$ cat src/rtl/pllq_pkg.sv
`timescale 1ns / 1ps
// Package for the pooled linked-list queue unit: sizes, command and status
// codes, node record and the control structs between the sequencer and the scanner.
package pllq_pkg;

  localparam int POOL_DEPTH = 64;
  localparam int LIST_COUNT = 8;

  localparam int NODE_W  = $clog2(POOL_DEPTH);
  localparam int LID_W   = (LIST_COUNT > 1) ? $clog2(LIST_COUNT) : 1;
  localparam int CNT_W   = $clog2(POOL_DEPTH + 1);
  localparam int GRP     = 8;
  localparam int NGRP    = (POOL_DEPTH + GRP - 1) / GRP;
  localparam int GRP_W   = (NGRP > 1) ? $clog2(NGRP) : 1;
  localparam int PAD_W   = NGRP * GRP;

  typedef logic [NODE_W-1:0] node_idx_t;
  typedef logic [LID_W-1:0]  lid_t;
  typedef logic [CNT_W-1:0]  cnt_t;

  typedef enum logic [2:0] {
    CMD_OPEN = 3'd0,
    CMD_PUSH = 3'd1,
    CMD_POP  = 3'd2,
    CMD_PEEK = 3'd3,
    CMD_LEN  = 3'd4
  } cmd_t;

  typedef enum logic [1:0] {
    STS_OK    = 2'd0,
    STS_EMPTY = 2'd1,
    STS_FULL  = 2'd2,
    STS_OPEN  = 2'd3
  } status_t;

  typedef enum logic [2:0] {
    S_IDLE,
    S_DECODE,
    S_SCAN,
    S_READ,
    S_DONE
  } seq_state_t;

  typedef struct packed {
    logic [7:0]         kind;
    logic signed [15:0] word_a;
    logic signed [15:0] word_b;
    node_idx_t          link;
  } node_t;

  typedef struct packed {
    logic      set_en;
    node_idx_t set_idx;
    logic      clr_en;
    node_idx_t clr_idx;
  } used_upd_t;

  typedef struct packed {
    logic      done;
    logic      full;
    node_idx_t node;
  } scan_rsp_t;

endpackage

$ cat src/rtl/pllq_if.sv
`timescale 1ns / 1ps
// Valid/ready channel interfaces for command beats and result beats.
// No dependencies.
interface pllq_in_if;
  logic               valid;
  logic               ready;
  logic [2:0]         command;
  logic [2:0]         list_id;
  logic [7:0]         item_type;
  logic signed [15:0] data_a;
  logic signed [15:0] data_b;

  modport source (output valid, command, list_id, item_type, data_a, data_b,
                  input ready);
  modport sink   (input valid, command, list_id, item_type, data_a, data_b,
                  output ready);
endinterface

interface pllq_out_if;
  logic               valid;
  logic               ready;
  logic [7:0]         out_type;
  logic signed [15:0] out_a;
  logic signed [15:0] out_b;
  logic [6:0]         count;
  logic [1:0]         status;

  modport source (output valid, out_type, out_a, out_b, count, status,
                  input ready);
  modport sink   (input valid, out_type, out_a, out_b, count, status,
                  output ready);
endinterface

$ cat src/rtl/pllq_node_ram.sv
`timescale 1ns / 1ps
// Node pool storage: one write port, one read port with registered read data.
// Depends on pllq_pkg for the node record and pool size.
module pllq_node_ram import pllq_pkg::*; (
  input  logic      clk,
  input  logic      wr_en,
  input  node_idx_t wr_addr,
  input  node_t     wr_data,
  input  logic      rd_en,
  input  node_idx_t rd_addr,
  output node_t     rd_data
);

  node_t mem_r [POOL_DEPTH];
  node_t rd_data_r;

  // Write a pushed node, register the read word
  always_ff @(posedge clk) begin
    if (wr_en) begin
      mem_r[wr_addr] <= wr_data;
    end
    if (rd_en) begin
      rd_data_r <= mem_r[rd_addr];
    end
  end

  assign rd_data = rd_data_r;

endmodule

$ cat src/rtl/pllq_free_scan.sv
`timescale 1ns / 1ps
// Node used bits and the shared free-node scanner, one group of eight bits per cycle.
// Depends on pllq_pkg for sizes and the update/response structs.
module pllq_free_scan import pllq_pkg::*; (
  input  logic      clk,
  input  logic      rst_n,
  input  logic      start,
  input  used_upd_t upd,
  output scan_rsp_t rsp
);

  logic [POOL_DEPTH-1:0] used_r;
  logic [PAD_W-1:0]      used_pad;
  logic                  active_r;
  logic [GRP_W-1:0]      grp_r;
  logic [GRP-1:0]        grp_bits;
  logic [2:0]            enc;
  logic                  hit;
  logic                  last_grp;
  logic [GRP_W+2:0]      found_wide;

  // Pad nodes past the pool end as used
  for (genvar i = 0; i < PAD_W; i++) begin : g_pad
    if (i < POOL_DEPTH) begin : g_real
      assign used_pad[i] = used_r[i];
    end else begin : g_fill
      assign used_pad[i] = 1'b1;
    end
  end

  assign grp_bits = used_pad[{grp_r, 3'b000} +: GRP];

  // Find the lowest free bit in the current group
  always_comb begin
    enc = 3'd0;
    for (int i = GRP - 1; i >= 0; i--) begin
      if (!grp_bits[i]) begin
        enc = 3'(i);
      end
    end
  end

  assign hit        = ~&grp_bits;
  assign last_grp   = (grp_r == GRP_W'(NGRP - 1));
  assign found_wide = {grp_r, enc};

  assign rsp.done = active_r && (hit || last_grp);
  assign rsp.full = !hit;
  assign rsp.node = found_wide[NODE_W-1:0];

  // Step through the groups until a free node turns up or the pool ends
  always_ff @(posedge clk) begin
    if (!rst_n) begin
      active_r <= 1'b0;
      grp_r    <= '0;
    end else if (start) begin
      active_r <= 1'b1;
      grp_r    <= '0;
    end else if (rsp.done) begin
      active_r <= 1'b0;
    end else if (active_r) begin
      grp_r <= grp_r + 1'b1;
    end
  end

  // Reserve and release nodes
  always_ff @(posedge clk) begin
    if (!rst_n) begin
      used_r <= '0;
    end else begin
      if (upd.set_en) begin
        used_r[upd.set_idx] <= 1'b1;
      end
      if (upd.clr_en) begin
        used_r[upd.clr_idx] <= 1'b0;
      end
    end
  end

endmodule

$ cat src/rtl/pooled_linked_list_queues_unit.sv
`timescale 1ns / 1ps
// Pooled linked-list queue unit, top level: command sequencer, list table, result register.
// Depends on pllq_pkg, pllq_if, pllq_node_ram and pllq_free_scan.
//
// Eight FIFO queues share a pool of 64 nodes; each queue ends in an empty sentinel node.
// One command is worked at a time. Length, closed-queue, empty-queue and unknown commands go from
// decode straight to the result state; pop and peek on a queue that holds items first read the
// head node through the single read port of the node memory.
// Open and push go through the free-node scanner, which checks eight used bits per cycle and
// steps through the eight-node groups up to the lowest free node (1 to 8 groups).
// The unit is ready again in the cycle the result is loaded; a result waiting on the output holds
// a finished command back, while the next command can already be taken in. No clearing pass
// after reset.
module pooled_linked_list_queues_unit import pllq_pkg::*; (
  input  logic       clk,
  input  logic       rst_n,
  pllq_in_if.sink    in_bus,
  pllq_out_if.source out_bus
);

  seq_state_t state_r, state_nxt;

  // Latched command
  logic [2:0]         cmd_r;
  lid_t               idx_r;
  logic               id_ok_r;
  logic [7:0]         type_r;
  logic signed [15:0] a_r, b_r;
  logic [6:0]         idx_ext;

  // List table
  node_idx_t          head_r [LIST_COUNT];
  node_idx_t          tail_r [LIST_COUNT];
  cnt_t               cnt_r  [LIST_COUNT];
  logic [LIST_COUNT-1:0] open_r;
  logic               lst_wr;
  node_idx_t          head_nxt, tail_nxt;
  cnt_t               cnt_nxt;
  logic               open_set;
  node_idx_t          cur_head, cur_tail;
  cnt_t               cur_cnt;
  logic               cur_open;
  logic [CNT_W+6:0]   cnt_wide;

  // Pending result and output register
  logic [7:0]         res_type_r, res_type_nxt;
  logic signed [15:0] res_a_r, res_a_nxt, res_b_r, res_b_nxt;
  logic [6:0]         res_cnt_r, res_cnt_nxt;
  status_t            res_sts_r, res_sts_nxt;
  logic               out_valid_r, out_valid_nxt;
  logic [7:0]         out_type_r, out_type_nxt;
  logic signed [15:0] out_a_r, out_a_nxt, out_b_r, out_b_nxt;
  logic [6:0]         out_cnt_r, out_cnt_nxt;
  status_t            out_sts_r, out_sts_nxt;

  // Node memory and scanner hookup
  logic       mem_wr, mem_rd;
  node_t      mem_wdata, mem_rdata;
  logic       scan_start;
  used_upd_t  used_upd;
  scan_rsp_t  scan_rsp;

  pllq_node_ram u_ram (
    .clk     (clk),
    .wr_en   (mem_wr),
    .wr_addr (cur_tail),
    .wr_data (mem_wdata),
    .rd_en   (mem_rd),
    .rd_addr (cur_head),
    .rd_data (mem_rdata)
  );

  pllq_free_scan u_scan (
    .clk   (clk),
    .rst_n (rst_n),
    .start (scan_start),
    .upd   (used_upd),
    .rsp   (scan_rsp)
  );

  assign idx_ext  = {4'd0, in_bus.list_id};
  assign cur_head = head_r[idx_r];
  assign cur_tail = tail_r[idx_r];
  assign cur_cnt  = cnt_r[idx_r];
  assign cur_open = id_ok_r && open_r[idx_r];
  assign cnt_wide = {7'd0, cur_cnt};

  assign mem_wdata = '{kind: type_r, word_a: a_r, word_b: b_r, link: scan_rsp.node};

  assign in_bus.ready    = (state_r == S_IDLE);
  assign out_bus.valid   = out_valid_r;
  assign out_bus.out_type = out_type_r;
  assign out_bus.out_a   = out_a_r;
  assign out_bus.out_b   = out_b_r;
  assign out_bus.count   = out_cnt_r;
  assign out_bus.status  = out_sts_r;

  // Sequencer: next state, list updates, memory and scanner control
  always_comb begin
    state_nxt     = state_r;
    res_type_nxt  = res_type_r;
    res_a_nxt     = res_a_r;
    res_b_nxt     = res_b_r;
    res_cnt_nxt   = res_cnt_r;
    res_sts_nxt   = res_sts_r;
    out_valid_nxt = out_valid_r && !out_bus.ready;
    out_type_nxt  = out_type_r;
    out_a_nxt     = out_a_r;
    out_b_nxt     = out_b_r;
    out_cnt_nxt   = out_cnt_r;
    out_sts_nxt   = out_sts_r;
    lst_wr        = 1'b0;
    head_nxt      = cur_head;
    tail_nxt      = cur_tail;
    cnt_nxt       = cur_cnt;
    open_set      = 1'b0;
    mem_wr        = 1'b0;
    mem_rd        = 1'b0;
    scan_start    = 1'b0;
    used_upd      = '{set_en: 1'b0, set_idx: scan_rsp.node, clr_en: 1'b0, clr_idx: cur_head};

    unique case (state_r)
      S_IDLE: begin
        if (in_bus.valid) begin
          state_nxt = S_DECODE;
        end
      end

      S_DECODE: begin
        res_type_nxt = '0;
        res_a_nxt    = '0;
        res_b_nxt    = '0;
        res_cnt_nxt  = '0;
        res_sts_nxt  = STS_OK;
        state_nxt    = S_DONE;
        unique case (cmd_r)
          CMD_OPEN: begin
            if (!id_ok_r) begin
              res_sts_nxt = STS_EMPTY;
            end else if (cur_open) begin
              res_sts_nxt = STS_OPEN;
            end else begin
              scan_start = 1'b1;
              state_nxt  = S_SCAN;
            end
          end
          CMD_PUSH, CMD_POP, CMD_PEEK, CMD_LEN: begin
            if (!cur_open) begin
              res_sts_nxt = STS_EMPTY;
            end else if (cmd_r == CMD_PUSH) begin
              scan_start = 1'b1;
              state_nxt  = S_SCAN;
            end else if (cmd_r == CMD_LEN) begin
              res_cnt_nxt = cnt_wide[6:0];
            end else if (cur_head == cur_tail) begin
              res_sts_nxt = STS_EMPTY;
            end else begin
              mem_rd    = 1'b1;
              state_nxt = S_READ;
            end
          end
          default: begin
            res_sts_nxt = STS_OK;
          end
        endcase
      end

      S_SCAN: begin
        if (scan_rsp.done) begin
          state_nxt = S_DONE;
          if (scan_rsp.full) begin
            res_sts_nxt = STS_FULL;
          end else begin
            used_upd.set_en = 1'b1;
            lst_wr          = 1'b1;
            tail_nxt        = scan_rsp.node;
            if (cmd_r == CMD_OPEN) begin
              head_nxt = scan_rsp.node;
              cnt_nxt  = '0;
              open_set = 1'b1;
            end else begin
              mem_wr  = 1'b1;
              cnt_nxt = cur_cnt + 1'b1;
            end
          end
        end
      end

      S_READ: begin
        res_type_nxt = mem_rdata.kind;
        res_a_nxt    = mem_rdata.word_a;
        res_b_nxt    = mem_rdata.word_b;
        state_nxt    = S_DONE;
        if (cmd_r == CMD_POP) begin
          // Advance the head and release the old head node
          lst_wr          = 1'b1;
          head_nxt        = mem_rdata.link;
          used_upd.clr_en = 1'b1;
          if (cur_cnt != '0) begin
            cnt_nxt = cur_cnt - 1'b1;
          end
        end
      end

      S_DONE: begin
        if (!out_valid_r || out_bus.ready) begin
          out_valid_nxt = 1'b1;
          out_type_nxt  = res_type_r;
          out_a_nxt     = res_a_r;
          out_b_nxt     = res_b_r;
          out_cnt_nxt   = res_cnt_r;
          out_sts_nxt   = res_sts_r;
          state_nxt     = S_IDLE;
        end
      end

      default: begin
        state_nxt = S_IDLE;
      end
    endcase
  end

  // State and output valid
  always_ff @(posedge clk) begin
    if (!rst_n) begin
      state_r     <= S_IDLE;
      out_valid_r <= 1'b0;
    end else begin
      state_r     <= state_nxt;
      out_valid_r <= out_valid_nxt;
    end
  end

  // Capture the command beat
  always_ff @(posedge clk) begin
    if (in_bus.valid && in_bus.ready) begin
      cmd_r   <= in_bus.command;
      idx_r   <= idx_ext[LID_W-1:0];
      id_ok_r <= (idx_ext < 7'(LIST_COUNT));
      type_r  <= in_bus.item_type;
      a_r     <= in_bus.data_a;
      b_r     <= in_bus.data_b;
    end
  end

  // Result payload
  always_ff @(posedge clk) begin
    res_type_r <= res_type_nxt;
    res_a_r    <= res_a_nxt;
    res_b_r    <= res_b_nxt;
    res_cnt_r  <= res_cnt_nxt;
    res_sts_r  <= res_sts_nxt;
    out_type_r <= out_type_nxt;
    out_a_r    <= out_a_nxt;
    out_b_r    <= out_b_nxt;
    out_cnt_r  <= out_cnt_nxt;
    out_sts_r  <= out_sts_nxt;
  end

  // List table: head, tail, item count and open flag per queue
  always_ff @(posedge clk) begin
    if (!rst_n) begin
      open_r <= '0;
      for (int i = 0; i < LIST_COUNT; i++) begin
        head_r[i] <= '0;
        tail_r[i] <= '0;
        cnt_r[i]  <= '0;
      end
    end else if (lst_wr) begin
      head_r[idx_r] <= head_nxt;
      tail_r[idx_r] <= tail_nxt;
      cnt_r[idx_r]  <= cnt_nxt;
      if (open_set) begin
        open_r[idx_r] <= 1'b1;
      end
    end
  end

endmodule

$ cat src/flat_wrapper.sv
// flat-port wrapper written by rule: the top's interface ports become plain ports
module pooled_linked_list_queues_unit_flat import pllq_pkg::*;
  (clk, rst_n, in_bus_valid, in_bus_command, in_bus_list_id, in_bus_item_type, in_bus_data_a, in_bus_data_b, in_bus_ready, out_bus_valid, out_bus_out_type, out_bus_out_a, out_bus_out_b, out_bus_count, out_bus_status, out_bus_ready);
  pllq_in_if in_bus_i ();
  pllq_out_if out_bus_i ();
  input  logic clk;
  input  logic rst_n;
  input wire logic [$bits(in_bus_i.valid)-1:0] in_bus_valid;
  input wire logic [$bits(in_bus_i.command)-1:0] in_bus_command;
  input wire logic [$bits(in_bus_i.list_id)-1:0] in_bus_list_id;
  input wire logic [$bits(in_bus_i.item_type)-1:0] in_bus_item_type;
  input wire logic [$bits(in_bus_i.data_a)-1:0] in_bus_data_a;
  input wire logic [$bits(in_bus_i.data_b)-1:0] in_bus_data_b;
  output wire logic [$bits(in_bus_i.ready)-1:0] in_bus_ready;
  output wire logic [$bits(out_bus_i.valid)-1:0] out_bus_valid;
  output wire logic [$bits(out_bus_i.out_type)-1:0] out_bus_out_type;
  output wire logic [$bits(out_bus_i.out_a)-1:0] out_bus_out_a;
  output wire logic [$bits(out_bus_i.out_b)-1:0] out_bus_out_b;
  output wire logic [$bits(out_bus_i.count)-1:0] out_bus_count;
  output wire logic [$bits(out_bus_i.status)-1:0] out_bus_status;
  input wire logic [$bits(out_bus_i.ready)-1:0] out_bus_ready;
  assign in_bus_i.valid = in_bus_valid;
  assign in_bus_i.command = in_bus_command;
  assign in_bus_i.list_id = in_bus_list_id;
  assign in_bus_i.item_type = in_bus_item_type;
  assign in_bus_i.data_a = in_bus_data_a;
  assign in_bus_i.data_b = in_bus_data_b;
  assign in_bus_ready = in_bus_i.ready;
  assign out_bus_valid = out_bus_i.valid;
  assign out_bus_out_type = out_bus_i.out_type;
  assign out_bus_out_a = out_bus_i.out_a;
  assign out_bus_out_b = out_bus_i.out_b;
  assign out_bus_count = out_bus_i.count;
  assign out_bus_status = out_bus_i.status;
  assign out_bus_i.ready = out_bus_ready;
  pooled_linked_list_queues_unit u_core (.clk(clk), .rst_n(rst_n), .in_bus(in_bus_i), .out_bus(out_bus_i));
endmodule
$ cat config.mk
export PLATFORM = sky130hd
export DESIGN_NAME = pooled_linked_list_queues_unit_flat
export DESIGN_NICKNAME = d
export VERILOG_FILES = /design/src/rtl/pllq_pkg.sv /design/src/rtl/pllq_if.sv /design/src/rtl/pllq_node_ram.sv /design/src/rtl/pllq_free_scan.sv /design/src/rtl/pooled_linked_list_queues_unit.sv /design/src/flat_wrapper.sv
export SDC_FILE = /design/constraint.sdc
export NUM_CORES = 2
export LEC_CHECK = 0
export CORE_MARGIN = 3
export CORE_UTILIZATION = 51
export CTS_CLUSTER_SIZE = 28
export DETAILED_ROUTE_END_ITERATION = 6
export DONT_BUFFER_PORTS = 1
export PLACE_DENSITY_LB_ADDON = 0.25
export REMOVE_ABC_BUFFERS = 1
export SLEW_MARGIN = 40
export SYNTH_ARGS = -nofsm -noshare
export SYNTH_HDL_FRONTEND = slang
export SYNTH_HIERARCHICAL = 1
export SYNTH_SLANG_ARGS = --single-unit
$ cat constraint.sdc
create_clock -name clk -period 6.5 [get_ports clk]
set_input_delay 1.95 -clock clk [delete_from_list [all_inputs] [get_ports clk]]
set_output_delay 1.95 -clock clk [all_outputs]
set_load 0.03 [all_outputs]
==> impl_metrics.py <==
metrics = {
    "cells_and_area": {
        "mostFrequentLayoutCell": "edfxtp_1",
        "final_cells": 9932,
        "fin_util_pct": 58.6,
        "syn2layout_area_growth_pct": 13.7,
        "drive_above_1_share_pct": 26.1,
        "nFillCells": 17700,
        "layout_common_cells": "3286 x edfxtp_1, 750 x mux4_2, 349 x clkbuf_16",
        "nets": 6388,
        "multi_input_area_mm2": 0.0275,
        "ff_latch_area_mm2": 0.100,
    },
    "clocking": {
        "clock_path_buffers": 4,
        "cts_setup_buffers": 0,
        "hold_buffers": 0,
        "path_clk_slew_ps": 60,
        "clk-insertion-delay-late_ps": 960,
        "cts_tree": "yes",
        "numClockSinks": 3369,
        "numCtsBuffers": 345,
        "clock-root-buffer": "clkbuf_16",
        "h-tree-depth": 5,
        "cts_resized": 0,
    },
    "synthesis": {
        "async_reset_ff_share_pct": 0,
        "ys.warnings.count": 6,
        "avgSynthCellArea_um2": 21.3,
        "synthCells": 6043,
        "synth.largest_area_cell": "edfxtp_1",
        "synth_compound_area_share_pct": 3.29,
        "synth-edff-count": 3286,
        "yosys.area_share.simple_pct": 2.61,
        "yosys_most_used_dff": "edfxtp_1",
        "yosysTopAreaCellShare_pct": 76.6,
        "yosysSeqAreaShare_pct": 77.9,
        "synth-xor-area-share_pct": 0.0612,
        "netlist_top_cells_area": "edfxtp_1 77%, mux4_2 13%, dfxtp_1 1.3%",
        "synth_fa_ha_area_share_pct": 0.0486,
        "synthesis.area_mm2": 0.129,
        "ys_types": 76,
        "synth_mux_area_share_pct": 14.8,
        "synth_top_family_by_area": "multiplexers",
        "synth_seq_cells": 3369,
    },
    "timing": {
        "fmax_mhz": 176,
        "tightest_slew_ps": 911,
        "fin_crit_sh_pct": 87.3,
        "hold_viol_final": 0,
        "max-slew-margin-rel_pct": 39.3,
        "setup-violations-final": 0,
        "rsz0062_at_grt": "false",
        "drv_slew": 0,
        "fin_crit_ps": 5670,
        "whs_ps": 416,
        "clock_skew_ps": 56.7,
    },
    "worst_setup_path": {
        "cpMostUsedCell": "inv_1",
        "critPathKind": "flop to flop",
        "worst_setup_path_end_kind": "flop",
        "crit_family": "simple AND/OR/NAND/NOR gates",
        "cp_cell_sequence": "mux4_1 -> mux2i_1 -> or2_1 -> or4_4 -> inv_2 -> a21boi_0 -> nor2b_1 -> a21oi_1 -> nand2_1 -> inv_1 -> inv_1 -> or2_2 -> nor2_4 -> buf_4",
        "crit_slowest_cell": "dfxtp_4",
        "worst_setup_path_start_kind": "flop",
        "cp.required_ps": 7120,
        "path_max_fanout": 49,
        "critPathArrivalTime_ps": 6290,
        "cp_slowest_stage_delay_ps": 750,
        "path_buf_inv": 4,
    },
    "detailed_routing": {
        "drc_errors": 0,
        "antenna_left": 0,
        "finalWirelength_um": 337000,
        "drt_pre_antenna_iters": 6,
        "drt_iter0_markers": 8615,
        "detail_route.vias_per_cell": 6.48,
        "wire_per_inst_um": 33.9,
        "vias": 64400,
    },
    "power_and_ir_drop": {
        "power.density_mw_per_mm2": 337,
        "clkPwrFrac_pct": 39.2,
        "p_sw_share_pct": 23.8,
        "power_switching_w": 0.0117,
        "intPower_w": 0.0375,
        "pwr-share-seq_pct": 48.8,
        "leakage_nw": 45.7,
        "ir_drop_v": 0.000239,
        "combPwrFrac_pct": 12.0,
    },
    "placed_design": {
        "finalWeightedCongestion": 0.838,
        "post-dp-hpwl_um": 197000,
        "io_buffers": 0,
        "placed_cells": 9308,
    },
    "die": {
        "design.portCount": 101,
        "die_w_um": 509,
        "rows": 183,
        "dieArea_mm2": 0.259,
        "core_mm2": 0.250,
        "die_y_um": 509,
        "initial_core_util_pct": 51.5,
    },
    "global_routing": {
        "grt_pass1_wl_um": 481000,
        "grt_use_total_pct": 26.2,
        "first_global_vias": 63200,
        "grt_max_degree": 125,
        "antenna_found_initial": 18,
        "gr-total-overflow": 0,
    },
    "run_status": {
        "status": "completed",
    },
    "job": {
        "maxCapViolations": 0,
    },
    "worst_hold_path": {
        "hp-class": "flop to flop",
    },
}
cell type report:
class                           count  share of cell area (%)
Timing Repair Buffer              288                    2.30
Inverter                           27                  0.0880
Sequential cell                  3369                    68.5
Clock inverter                    187                    1.28
Tap cell                         3330                    2.85
Multi-Input combinational cell   2302                    18.8
Clock buffer                      422                    6.19
Antenna cell                        7                  0.0120
per-layer routing:
layer	track usage (%)	part of all wire, %	up-vias
met2	41.6	48	3476
met5	0	0.018	-
met1	37.3	39	34300
met4	8.42	3.6	10
met3	4.65	9.4	596
li1	-	-	26000
cell usage after synthesis, drive strengths merged, types with 16 or more instances:
library cell and instances:
nor2b 37, and3 54, nand2 67, o21ai 105, inv 27, edfxtp 3286, a221oi 36, or2 16
mux2 42, mux4 758, nor2 363, nor4 39, buf 178, dfxtp 83, o22a 30, o221ai 60
a22oi 29, nand2b 23, mux2i 143, a21oi 145, clkbuf 167, nand3 41, o22ai 169
state kept, by name (all words and copies together) (netlist names), 7 cells and up, named ones only:
signal / flops
u_core/a_r: 16
u_core/tail_r: 48
u_core/res_b_r: 16
u_core/head_r: 48
u_core/u_ram/mem_r: 2944
u_core/u_scan/used_pad: 64
u_core/out_bus.out_type: 8
u_core/out_bus.count: 7
u_core/res_a_r: 16
u_core/out_bus.out_a: 16
u_core/res_cnt_r: 7
u_core/open_r: 8
u_core/cnt_r: 56
u_core/res_type_r: 8
u_core/b_r: 16
u_core/out_bus.out_b: 16
u_core/u_ram/rd_data: 46
u_core/type_r: 8
metrics by stage:
| step | power (W) | cell area (um^2) | setup TNS (ps) | worst slack, ps |
|---|---|---|---|---|
| after floorplan | 0.0303 | 127000 | -4432920 | -24700 |
| after detailed placement | 0.0304 | 135000 | 0 | 910 |
| after CTS | 0.0496 | 146000 | 0 | 903 |
| after global routing | 0.0507 | 146000 | 0 | 573 |
| final | 0.0493 | 146000 | 0 | 826 |
| after global placement | 0.0303 | 135000 | 0 | 1000 |
power by group through the flow:
stage	clock network (W)	registers, W	logic [W]
global route	0.0205	0.0240	0.00616
floorplan	0	0.0247	0.00562
detailed placement	0	0.0245	0.00591
global placement	0	0.0245	0.00582
finish	0.0193	0.0241	0.00591
CTS	0.0196	0.0241	0.00593
worst paths after layout:
kind | slack [ps] | startpoint | cells after the start | endpoint
max | 830 | u_core/u_scan/grp_r[0] | 14 | u_core/u_ram/mem_r[16][4]
min | 420 | u_core/res_cnt_r[4] | 0 | u_core/out_bus.count[4]
max reg2reg | 830 | u_core/u_scan/grp_r[0] | 14 | u_core/u_ram/mem_r[16][4]
min reg2reg | 420 | u_core/res_cnt_r[4] | 0 | u_core/out_bus.count[4]
cell families (layout without fill, tap and decap cells):
logic type	after synthesis	after routing
AO/OA/AOI/OAI	639	639
AND/OR/NAND/NOR	706	706
flip-flops	3369	3369
other	0	7
multiplexers	943	943
buffers and inverters	372	924
adder cells (fa/ha/maj)	5	5
XOR/XNOR	9	9
(Power assumes the default switching activity.)
